`src/hdl/steq_pkg.sv`:
```
// ----------------------------------------------------------------------------
// Sorted timer event queue package
// Field widths, operation codes, cell commands and the records that pass
// between the queue controller and the cells of the sorted chain.
// ----------------------------------------------------------------------------
package steq_pkg;

   localparam int OP_W    = 2;
   localparam int TIMER_W = 4;
   localparam int DELAY_W = 32;
   localparam int TIME_W  = 64;

   // Operation codes of an input item.
   localparam logic [OP_W-1:0] OP_ARM     = 2'd0;
   localparam logic [OP_W-1:0] OP_CANCEL  = 2'd1;
   localparam logic [OP_W-1:0] OP_ADVANCE = 2'd2;

   // What a cell loads at the next clock edge.
   typedef enum logic [1:0] {
      CELL_HOLD,
      CELL_TAKE_LEFT,
      CELL_TAKE_RIGHT,
      CELL_TAKE_NEW
   } cell_cmd_type;

   // Contents of one cell of the chain.
   typedef struct packed {
      logic               valid;
      logic [TIME_W-1:0]  deadline;
      logic [TIMER_W-1:0] timer;
   } cell_data_type;

   // Command and broadcast operands sent to every cell.
   typedef struct packed {
      cell_cmd_type       cmd;
      logic [TIME_W-1:0]  key;
      logic [TIMER_W-1:0] id;
   } cell_ctrl_type;

   // Local compare results that a cell reports back.
   typedef struct packed {
      logic hit;
      logic later;
   } cell_status_type;

   localparam cell_data_type EMPTY_CELL = '{valid: 1'b0, deadline: '0, timer: '0};

endpackage

```
`src/hdl/steq_req_if.sv`:
```
// ----------------------------------------------------------------------------
// Request channel
// Valid/ready channel that carries one queue operation per item.
// ----------------------------------------------------------------------------
interface steq_req_if;
   import steq_pkg::*;

   logic               valid;
   logic               ready;
   logic [OP_W-1:0]    operation;
   logic [TIMER_W-1:0] timer_id;
   logic [DELAY_W-1:0] delay_cycles;

   modport source (output valid, output operation, output timer_id,
                   output delay_cycles, input ready);
   modport sink   (input valid, input operation, input timer_id,
                   input delay_cycles, output ready);
endinterface

```
`src/hdl/steq_rsp_if.sv`:
```
// ----------------------------------------------------------------------------
// Response channel
// Valid/ready channel that carries one result item per request item.
// ----------------------------------------------------------------------------
interface steq_rsp_if;
   import steq_pkg::*;

   logic               valid;
   logic               ready;
   logic               fired;
   logic [TIMER_W-1:0] fired_id;
   logic [TIME_W-1:0]  time_now;
   logic               none_armed;

   modport source (output valid, output fired, output fired_id, output time_now,
                   output none_armed, input ready);
   modport sink   (input valid, input fired, input fired_id, input time_now,
                   input none_armed, output ready);
endinterface

```
`src/hdl/steq_cell.sv`:
```
// ----------------------------------------------------------------------------
// Sorted chain cell
// Holds one armed timer, compares it against the broadcast key and id, and
// loads from its left neighbor, its right neighbor or the new entry.
// ----------------------------------------------------------------------------
module steq_cell (
   input  logic                     clock,
   input  logic                     reset,
   input  steq_pkg::cell_ctrl_type  ctrl,
   input  steq_pkg::cell_data_type  left_data,
   input  steq_pkg::cell_data_type  right_data,
   output steq_pkg::cell_data_type  data,
   output steq_pkg::cell_status_type status
);
   import steq_pkg::*;

   cell_data_type data_ff;
   cell_data_type data_in;

   // Next contents as chosen by the controller.
   always_comb begin
      case (ctrl.cmd)
         CELL_TAKE_LEFT:  data_in = left_data;
         CELL_TAKE_RIGHT: data_in = right_data;
         CELL_TAKE_NEW: begin
            data_in.valid    = 1'b1;
            data_in.deadline = ctrl.key;
            data_in.timer    = ctrl.id;
         end
         default:         data_in = data_ff;
      endcase
   end

   always_ff @(posedge clock) begin
      if (reset) begin
         data_ff <= EMPTY_CELL;
      end else begin
         data_ff <= data_in;
      end
   end

   // An empty cell counts as later than any key, so the later flags form a
   // suffix of the chain.
   assign status.hit   = data_ff.valid && (data_ff.timer == ctrl.id);
   assign status.later = !data_ff.valid || (data_ff.deadline > ctrl.key);
   assign data         = data_ff;

endmodule

```
`src/hdl/sorted_timer_event_queue.sv`:
```
// ----------------------------------------------------------------------------
// Sorted timer event queue
// Sequence: after acceptance the removal pass runs; for cancel, advance and the
// unused code the result register loads at its end, and for an arm an
// insertion pass follows and the result register loads at the end of that.
// The block takes no new item until the last result is loaded. The cell
// chain moves one pass per cycle; a waiting result stalls only the final pass.
// Reset clears the counter and every cell at once; no clearing pass.
// ----------------------------------------------------------------------------
module sorted_timer_event_queue #(
   parameter int NUM_TIMERS = 16
) (
   input  logic       clock,
   input  logic       reset,
   steq_req_if.sink   req_ch,
   steq_rsp_if.source rsp_ch
);
   import steq_pkg::*;

   typedef enum logic [1:0] {
      ST_IDLE,
      ST_REMOVE,
      ST_INSERT
   } state_type;

   state_type          state_ff;
   logic [OP_W-1:0]    op_ff;
   logic [TIMER_W-1:0] id_ff;
   logic [DELAY_W-1:0] delay_ff;
   logic [TIME_W-1:0]  key_ff;
   logic [TIME_W-1:0]  count_ff;
   logic [TIME_W-1:0]  count_in;

   logic               rsp_valid_ff;
   logic               rsp_fired_ff;
   logic [TIMER_W-1:0] rsp_fired_id_ff;
   logic [TIME_W-1:0]  rsp_time_ff;
   logic               rsp_empty_ff;

   cell_data_type      cell_q      [NUM_TIMERS];
   cell_ctrl_type      cell_ctrl   [NUM_TIMERS];
   cell_status_type    cell_status [NUM_TIMERS];

   logic [NUM_TIMERS-1:0] hit_vec;
   logic [NUM_TIMERS-1:0] after_vec;
   logic [NUM_TIMERS-1:0] later_vec;
   logic [NUM_TIMERS-1:0] later_prev;

   logic out_free;
   logic id_ok;
   logic remove_final;
   logic remove_go;
   logic insert_go;
   logic rsp_load;
   logic head_fires;
   logic empty_after_remove;

   assign out_free     = !rsp_valid_ff || rsp_ch.ready;
   assign id_ok        = (32'(id_ff) < NUM_TIMERS);
   assign remove_final = (op_ff != OP_ARM) || !id_ok;
   assign remove_go    = (state_ff == ST_REMOVE) && (!remove_final || out_free);
   assign insert_go    = (state_ff == ST_INSERT) && out_free;
   assign rsp_load     = (remove_go && remove_final) || insert_go;
   assign head_fires   = (op_ff == OP_ADVANCE) && cell_q[0].valid;

   assign req_ch.ready = (state_ff == ST_IDLE);

   // Removal marks: the cell holding the timer, or the head on an advance.
   always_comb begin
      for (int i = 0; i < NUM_TIMERS; i++) begin
         if (op_ff == OP_ADVANCE) begin
            hit_vec[i] = (i == 0) && cell_q[0].valid;
         end else begin
            hit_vec[i] = ((op_ff == OP_ARM) || (op_ff == OP_CANCEL)) && id_ok &&
                         cell_status[i].hit;
         end
         later_vec[i] = cell_status[i].later;
      end
   end

   // Every cell at or after the removed one shifts left; log-depth prefix OR.
   always_comb begin
      after_vec = hit_vec;
      for (int s = 1; s < NUM_TIMERS; s = s * 2) begin
         after_vec = after_vec | (after_vec << s);
      end
   end

   assign later_prev = {later_vec[NUM_TIMERS-2:0], 1'b0};

   // Per-cell commands for the removal and insertion passes.
   always_comb begin
      for (int i = 0; i < NUM_TIMERS; i++) begin
         cell_ctrl[i].key = key_ff;
         cell_ctrl[i].id  = id_ff;
         cell_ctrl[i].cmd = CELL_HOLD;
         if (remove_go) begin
            if (after_vec[i]) begin
               cell_ctrl[i].cmd = CELL_TAKE_RIGHT;
            end
         end else if (insert_go && !cell_q[NUM_TIMERS-1].valid) begin
            if (later_vec[i] && !later_prev[i]) begin
               cell_ctrl[i].cmd = CELL_TAKE_NEW;
            end else if (later_vec[i]) begin
               cell_ctrl[i].cmd = CELL_TAKE_LEFT;
            end
         end
      end
   end

   // The chain of cells, each linked to both neighbors.
   for (genvar i = 0; i < NUM_TIMERS; i++) begin : g_cell
      cell_data_type left_d;
      cell_data_type right_d;
      if (i == 0) begin : g_first
         assign left_d = EMPTY_CELL;
      end else begin : g_mid_l
         assign left_d = cell_q[i-1];
      end
      if (i == NUM_TIMERS - 1) begin : g_last
         assign right_d = EMPTY_CELL;
      end else begin : g_mid_r
         assign right_d = cell_q[i+1];
      end
      steq_cell u_cell (
         .clock      (clock),
         .reset      (reset),
         .ctrl       (cell_ctrl[i]),
         .left_data  (left_d),
         .right_data (right_d),
         .data       (cell_q[i]),
         .status     (cell_status[i])
      );
   end

   // Counter after the removal pass.
   always_comb begin
      count_in = count_ff;
      if (op_ff == OP_ADVANCE) begin
         if (cell_q[0].valid) begin
            count_in = cell_q[0].deadline;
         end else begin
            count_in = count_ff + 64'd1;
         end
      end
   end

   assign empty_after_remove = !(after_vec[0] ? cell_q[1].valid : cell_q[0].valid);

   // Sequencer, counter and result register.
   always_ff @(posedge clock) begin
      if (reset) begin
         state_ff     <= ST_IDLE;
         rsp_valid_ff <= 1'b0;
         count_ff     <= '0;
      end else begin
         // A new result replaces the one that leaves in the same cycle.
         if (rsp_load) begin
            rsp_valid_ff <= 1'b1;
         end else if (rsp_valid_ff && rsp_ch.ready) begin
            rsp_valid_ff <= 1'b0;
         end
         case (state_ff)
            ST_IDLE: begin
               if (req_ch.valid) begin
                  op_ff    <= req_ch.operation;
                  id_ff    <= req_ch.timer_id;
                  delay_ff <= req_ch.delay_cycles;
                  state_ff <= ST_REMOVE;
               end
            end
            ST_REMOVE: begin
               if (remove_go) begin
                  count_ff <= count_in;
                  key_ff   <= count_ff + 64'(delay_ff);
                  if (remove_final) begin
                     rsp_fired_ff    <= head_fires;
                     rsp_fired_id_ff <= head_fires ? cell_q[0].timer : '0;
                     rsp_time_ff     <= count_in;
                     rsp_empty_ff    <= empty_after_remove;
                     state_ff        <= ST_IDLE;
                  end else begin
                     state_ff <= ST_INSERT;
                  end
               end
            end
            ST_INSERT: begin
               if (insert_go) begin
                  rsp_fired_ff    <= 1'b0;
                  rsp_fired_id_ff <= '0;
                  rsp_time_ff     <= count_ff;
                  rsp_empty_ff    <= 1'b0;
                  state_ff        <= ST_IDLE;
               end
            end
            default: begin
               state_ff <= ST_IDLE;
            end
         endcase
      end
   end

   assign rsp_ch.valid      = rsp_valid_ff;
   assign rsp_ch.fired      = rsp_fired_ff;
   assign rsp_ch.fired_id   = rsp_fired_id_ff;
   assign rsp_ch.time_now   = rsp_time_ff;
   assign rsp_ch.none_armed = rsp_empty_ff;

endmodule

```
`src/flat_wrapper.sv`:
```
// flat-port wrapper written by rule: the top's interface ports become plain ports
module sorted_timer_event_queue_flat import steq_pkg::*;
#(
   parameter int NUM_TIMERS = 16
)
  (clock, reset, req_ch_valid, req_ch_operation, req_ch_timer_id, req_ch_delay_cycles, req_ch_ready, rsp_ch_valid, rsp_ch_fired, rsp_ch_fired_id, rsp_ch_time_now, rsp_ch_none_armed, rsp_ch_ready);
  steq_req_if req_ch_i ();
  steq_rsp_if rsp_ch_i ();
  input  logic clock;
  input  logic reset;
  input wire logic [$bits(req_ch_i.valid)-1:0] req_ch_valid;
  input wire logic [$bits(req_ch_i.operation)-1:0] req_ch_operation;
  input wire logic [$bits(req_ch_i.timer_id)-1:0] req_ch_timer_id;
  input wire logic [$bits(req_ch_i.delay_cycles)-1:0] req_ch_delay_cycles;
  output wire logic [$bits(req_ch_i.ready)-1:0] req_ch_ready;
  output wire logic [$bits(rsp_ch_i.valid)-1:0] rsp_ch_valid;
  output wire logic [$bits(rsp_ch_i.fired)-1:0] rsp_ch_fired;
  output wire logic [$bits(rsp_ch_i.fired_id)-1:0] rsp_ch_fired_id;
  output wire logic [$bits(rsp_ch_i.time_now)-1:0] rsp_ch_time_now;
  output wire logic [$bits(rsp_ch_i.none_armed)-1:0] rsp_ch_none_armed;
  input wire logic [$bits(rsp_ch_i.ready)-1:0] rsp_ch_ready;
  assign req_ch_i.valid = req_ch_valid;
  assign req_ch_i.operation = req_ch_operation;
  assign req_ch_i.timer_id = req_ch_timer_id;
  assign req_ch_i.delay_cycles = req_ch_delay_cycles;
  assign req_ch_ready = req_ch_i.ready;
  assign rsp_ch_valid = rsp_ch_i.valid;
  assign rsp_ch_fired = rsp_ch_i.fired;
  assign rsp_ch_fired_id = rsp_ch_i.fired_id;
  assign rsp_ch_time_now = rsp_ch_i.time_now;
  assign rsp_ch_none_armed = rsp_ch_i.none_armed;
  assign rsp_ch_i.ready = rsp_ch_ready;
  sorted_timer_event_queue #(.NUM_TIMERS(NUM_TIMERS)) u_core (.clock(clock), .reset(reset), .req_ch(req_ch_i), .rsp_ch(rsp_ch_i));
endmodule
```
`config.mk`:
```
export PLATFORM = sky130hd
export DESIGN_NAME = sorted_timer_event_queue_flat
export DESIGN_NICKNAME = d
export VERILOG_FILES = /design/src/hdl/steq_pkg.sv /design/src/hdl/steq_req_if.sv /design/src/hdl/steq_rsp_if.sv /design/src/hdl/steq_cell.sv /design/src/hdl/sorted_timer_event_queue.sv /design/src/flat_wrapper.sv
export SDC_FILE = /design/constraint.sdc
export NUM_CORES = 2
export LEC_CHECK = 0
export BUFFER_PORTS_ARGS = -buffer_cell sky130_fd_sc_hd__buf_2
export CAP_MARGIN = 10
export CORE_ASPECT_RATIO = 1.1
export CORE_MARGIN = 1.5
export CORE_UTILIZATION = 25
export DETAILED_ROUTE_END_ITERATION = 10
export PLACE_DENSITY = 0.36
export SLEW_MARGIN = 25
export SYNTH_ARGS = -nofsm -noshare
export SYNTH_HDL_FRONTEND = slang
export SYNTH_SLANG_ARGS = --single-unit
export TNS_END_PERCENT = 5
```
`constraint.sdc`:
```
create_clock -name clock -period 13 [get_ports clock]
set_clock_uncertainty 0.05 [all_clocks]
set_input_delay 1.95 -clock clock [delete_from_list [all_inputs] [get_ports clock]]
set_output_delay 1.95 -clock clock [all_outputs]
set_load 0.005 [all_outputs]
```
# After elaboration in Yosys (flattened, before gate mapping)
# Cells that the tools add are included.
classes:
  n_addsub: 2
  magnitude_cmp: 16
  n_eq_ne: 72
  muxes: 137
  bitwise: 5
  n_reduce_logical: 133
ops:
  columns: ["operator", "count"]
  rows:
  - ["$pmux 69 s3", 16]
  - ["$gt 64x64->1", 16]
  - ["$mux 64", 5]
  - ["$mux 2", 68]
  - ["$pmux 64 s2", 1]
  - ["$eq 2x2->1 const B", 34]
  - ["$add 64x1->64 const B", 1]
  - ["$add 64x32->64", 1]
  - ["$eq 4x4->1", 16]
  - ["$or 16x16->16", 4]
  - ["$logic_and 1x1->1", 53]
  - ["$reduce_bool 3->1", 16]
  - ["$mux 1", 39]
  - ["$eq 2x1->1 const B", 18]
  - ["$logic_not 1->1", 34]
  - ["$logic_or 1x1->1", 20]
  - ["$mux 4", 4]
  - ["$reduce_and 3->1", 3]
  - ["$pmux 4 s2", 1]
  - ["$ne 2x1->1 const B", 3]
  - ["$pmux 2 s3", 1]
  - ["$reduce_bool 2->1", 3]
  - ["$reduce_and 5->1", 1]
  - ["$logic_not 2->1", 2]
  - ["4 further kinds", 5]
word_totals:
  regBits: 1343
  input_bits: 42
  output_inout_bits: 72
  wordCells: 424

# Depth between registers and ports, before layout
logic_depth:
  depth_word: 13
  mapped_depth: 17
  mapped_depth_nobuf: 13

# Cells and area by module
# A second synthesis with hierarchy kept.
hier_totals:
  hier_cells: 8987
  area_unflattened_um2: 95833.2
by_module_without_submodules:
  columns: ["mod", "n_inst", "cells_per_inst", "area_per_inst_um2", "seq_area_each_um2"]
  rows:
  - ["steq_cell", 16, 470, 5148.7, 1381.3]
  - ["sorted_timer_event_queue", 1, 1467, 13454.2, 6506.2]

# Least setup slack after synthesis
# OpenSTA, ideal clock, no wires.
synth_timing:
  path_kind: "input to register"
  from: "input reset"
  to: "register u_core.rsp_fired_ff, in the netlist u_core.rsp_ch.fired, enable pin"
  setup_ps: 695
  arrival_ps: 9851
  required_ps: 12255
  path_slack_ps: 2404
  cell_stages: 4
  path_cell_list: "clkbuf_1 clkbuf_1 clkbuf_1 nor4b_1"
synth_via:
  elab_chain_cells: 2
synth_rtl:
  columns: ["element", "line", "text"]
  rows:
  - ["start: declaration", "flat_wrapper.sv:10", "input logic reset;"]
  - ["$not 1->1 (no line)", null, null]
  - ["$reduce_and 5->1 (no line)", null, null]
  - ["end signal: assignment", "sorted_timer_event_queue.sv:177", "rsp_fired_ff <= head_fires;"]
  - ["end: declaration", "sorted_timer_event_queue.sv:35", "logic rsp_fired_ff;"]
# Every way passes these cells.
# A chain may end at the register's enable or synchronous reset.

# Worst setup path in the final report
layout_timing:
  from: "register u_core.key_ff[41]"
  to: "register u_core.g_cell[12].u_cell.data_ff (netlist bit u_core.g_cell[12].u_cell.data[16])"
layout_via:
  elab_chain_cells: 9
layout_rtl:
  columns: ["element", "line", "text"]
  rows:
  - ["start: declaration", "sorted_timer_event_queue.sv:30", "logic [TIME_W-1:0] key_ff;"]
  - ["start signal: assignment", "sorted_timer_event_queue.sv:175", "key_ff <= count_ff + 64'(delay_ff);"]
  - ["$gt 64x64->1", "steq_cell.sv:45", "assign status.later = !data_ff.valid || (data_ff.deadline > ctrl.key);"]
  - ["$logic_or 1x1->1", "steq_cell.sv:45", null]
  - ["$logic_not 1->1", "sorted_timer_event_queue.sv:102", "if (later_vec[i] && !later_prev[i]) begin"]
  - ["$logic_and 1x1->1", "sorted_timer_event_queue.sv:102", null]
  - ["$mux 2 *", "sorted_timer_event_queue.sv:102", null]
  - ["$mux 2 *", "sorted_timer_event_queue.sv:101", "end else if (insert_go && !cell_q[NUM_TIMERS-1].valid) begin"]
  - ["$mux 2 *", "sorted_timer_event_queue.sv:97", "if (remove_go) begin"]
  - ["$eq 2x2->1 or $eq 2x1->1 (tied branches)", "steq_cell.sv:22", "case (ctrl.cmd)"]
  - ["$pmux 69 s3 or $reduce_bool 3->1 (tied branches)", null, null]
  - ["end signal: assignment", "steq_cell.sv:38", "data_ff <= data_in;"]
  - ["end: declaration", "steq_cell.sv:17", "cell_data_type data_ff;"]
# Every way passes the cells marked *; elsewhere a longest branch is shown, timed or not.

==> metrics.md <==
| Metric | Value |
|---|---|
| Status | complete, no violations |
| Slew margin rel. | 0.1729 |
| Static leakage | 37.81 nW |
| Yosys reg bits | 1343 |
| Area contributors post-synth | dfxtp_1 26%, ha_1 14%, mux2i_1 7.8% |
| Final net count | 10990 |
| Post-DP HPWL | 349.9 mm |
| H-Tree Level Count | 4 |
| Most frequent cell after synthesis | dfxtp_1 |
| Complex-gate fraction of the synthesized area | 0.2408 |
| Clock Tree Root | clkbuf_16 |
| Die Y | 632.4 um |
| Yosys cell types | 86 |
| Number of global-route vias before repair | 83880 |
| Core Footprint | 357700 um^2 |
| Post-synth EDFFs | 172 |
| WL met2 | 233.4 mm |
| Met1 WL | 210.5 mm |
| Initial antenna violation count | 50 |
| Post-CTS setup buffer count | 0 |
| Worst IR Drop VDD | 0.1015 mV |
| Hold buffer count at CTS | 0 |
| Antenna violation net count after detailed routing | 0 |
| Finished Layout Cells | 14850 |
| Initial DRC count | 8815 |
| CP Data Required Time | 13700 ps |
| Final Max Tran Viols | 0 |
| RSZ-0062 raised after global routing | false |
| CP arrival | 8470 ps |
| Top_reg_cell synth | dfxtp_1 |
| Max Fclk | 128.7 MHz |
| Largest family of logic cells by synthesized area | compound AO/OA/AOI/OAI gates |
| Synth top cells by count | 1171 x dfxtp_1, 996 x ha_1, 701 x mux2i_1, 659 x nand2_1, 657 x nor2_1 |
| Sink Count | 1343 |
| Hold WC Path Type | reg2reg |
| Synthesized area | 90040 um^2 |
| Post-Synth Adder-Cell Area | 0.1386 |
| Cell family with most CP delay | compound AO/OA/AOI/OAI gates |
| Setup TNS | 0 ps |
| Area growth, synth to finish | 13.00% |
| Io pins | 114 |
| Mux share of post-synthesis cell area | 0.1029 |
| Total CTS buffers | 180 |
| Largest stage delay, worst path | 990 ps |
| Final GP Congestion | 0.9124 |
| Synth Instances | 10240 |
| Clock slew at reported path FFs | 60 ps |
| Fin worst setup slack | 5229 ps |
| Largest net degree at the start of global routing | 135 |
| Async SR Flop Fraction | 0 |
| All-Layer GR Usage | 0.2652 |
| Leading area contributor after synthesis | dfxtp_1 |
| Register area share after synthesis | 0.3177 |
| Synth Area in XOR/XNOR | 0.01021 |
| Die width | 575.2 um |
| Initial DRT Pass Iterations | 8 |
| DRC viols | 0 |
| Longest Clk Path Bufs | 4 |
| Period minus WS final | 7771 ps |
| CTS tree | built |
| Initial Utilization | 0.2517 |
| Wire per inst | 33.63 um |
| Total power | 11.87 mW |
| Worst path slowest cell | a2111oi_0 |
| Final worst-path cycle share | 0.5978 |
| Design area | 101700 um^2 |
| Worst Tran Pin Value | 1228 ps |
| YS warnings | 0 |
| CP Class | reg2reg |
| Post-CTS sizing | 0 |
| Total congestion overflow | 0 |
| Nature of the critical path endpoint | register |
| Final WL | 499.5 mm |
| DR WL met3 | 33.07 mm |
| Global-route wire length before repair | 690.0 mm |
| CP Launch Type | register |
| Post-Synth Simple-Gate Area | 0.1425 |
| Pwr Density | 116.7 nW/um^2 |
| Inst Count DP | 14520 |
| Detailed-route vias per instance | 5.875 |
| WP buf/inv | 4 |
| Worst path cell trace | inv_1, ha_1, a21oi_1, o21ai_0, a221o_1, a2111oi_0, buf_4, o22ai_1, a31oi_1, or3_1, buf_4, a21o_4, buf_4, a41oi_1, o21ai_0 |
| DR vias | 87260 |
| Post-Place Setup Slack | 5462 ps |
| Most numerous cell on the critical path | buf_4 |
| # rows | 230 |
| Maxcap violations | 0 |
| PortBufs | 113 |
| Final setup viols | 0 |
| Placed cell area | 95840 um^2 |
| Layout cells sized above 1 | 0.08816 |
| Final hold vios | 0 |
| Top layer in use | met5 |
| Clock Latency Late Sink | 910 ps |
| Synthesized area per cell | 8.795 um^2 |
| # fillers | 37970 |
| Syn nets | 11280 |
| Area share of the largest cell type after synthesis | 0.2604 |
| Max FO, Critical Path | 38 |
| Die area | 363800 um^2 |
worst paths after layout:
kind                            slack (ps)                           endpoint  cells past startpoint                              from
worst max-delay path                  5230  u_core.g_cell[12].u_cell.data[16]                     15                 u_core.key_ff[41]
worst min register to register         470   u_core.g_cell[8].u_cell.data[44]                      2  u_core.g_cell[7].u_cell.data[44]
worst min-delay path                   470   u_core.g_cell[8].u_cell.data[44]                      2  u_core.g_cell[7].u_cell.data[44]
worst max register to register        5230  u_core.g_cell[12].u_cell.data[16]                     15                 u_core.key_ff[41]
layout by cell type, fill, tap and decap left out, types with 102 or more instances in the layout:
cell type and count:
a211oi_1 602, a21o_1 110, a21oi_1 634, a221oi_1 120, a22oi_1 206, a31oi_1 107
buf_2 114, buf_4 239, clkbuf_16 183, dfxtp_1 1170, edfxtp_1 172, ha_1 995
inv_1 217, mux2i_1 701, nand2_1 646, nand3_1 184, nand4_1 271, nor2_1 642
nor2b_1 293, nor3_1 134, nor4_1 102, o21ai_0 565, o22ai_1 371
through the flow:
stage | utilization | hold WS (ps)
global route | 0.2844 | 505.2
floorplan | - | 412.6
finish | 0.2844 | 467.3
detailed placement | 0.2679 | 453.1
global placement | 0.2675 | 459.4
CTS | 0.2842 | 468.0
sequential cells by signal, summed over array words and instances (netlist names), 2 cells and up:
name                       cells
u_core.key_ff                 64
u_core.state_ff                2
u_core.count_ff               64
u_core.id_ff                   4
u_core.op_ff                   2
u_core.g_cell.u_cell.data   1104
u_core.delay_ff               32
u_core.rsp_ch.time_now        64
u_core.rsp_ch.fired_id         4
where the power goes:
group / total [mW] / internal [mW] / switching (mW) / leakage, nW
Clock: 5.23 / 3.03 / 2.19 / 2.88
Sequential: 4.75 / 4.42 / 0.333 / 11.1
Combinational: 1.89 / 0.632 / 1.26 / 23.8
Total: 11.9 / 8.09 / 3.79 / 37.8
metal layers:
layer / vias to the layer above / GRT usage
met5: - / 0
met4: 10 / 0.1083
met3: 895 / 0.04433
met2: 3683 / 0.4438
met1: 43870 / 0.3364
li1: 38800 / -
worst register-to-register path, delay by kind of cell, from the launching register on:
kind,cells,cell delay [ps]
flip-flops,1,690
AO/OA/AOI/OAI,9,3740
buffers and inverters,4,2050
adder cells (fa/ha/maj),1,450
AND/OR/NAND/NOR,1,710
cells by family (layout without fill, tap and decap cells):
group                      Yosys count  after routing
AOI/OAI and AO/OA                 3286           3286
xor gates and xnor gates           105            105
adders and majority gates          997            997
buffers and inverters             1055            902
DFF                               1343           1343
muxes                              838            838
other                                0             11
and+or+nand+nor                   2613           2613
area by class of cell:
cell class / instances / area [um^2] / share of cell area
antenna: 11 / 27.53 / 0.0002706
clock buffer: 251 / 5085 / 0.04998
clock inverter: 67 / 754.5 / 0.007416
inverter: 221 / 837.1 / 0.008228
multi-input combinational: 7839 / 57910 / 0.5692
sequential: 1343 / 28610 / 0.2812
tap: 4756 / 5951 / 0.05849
timing repair buffer: 363 / 2559 / 0.02515
(Power assumes the default switching activity.)
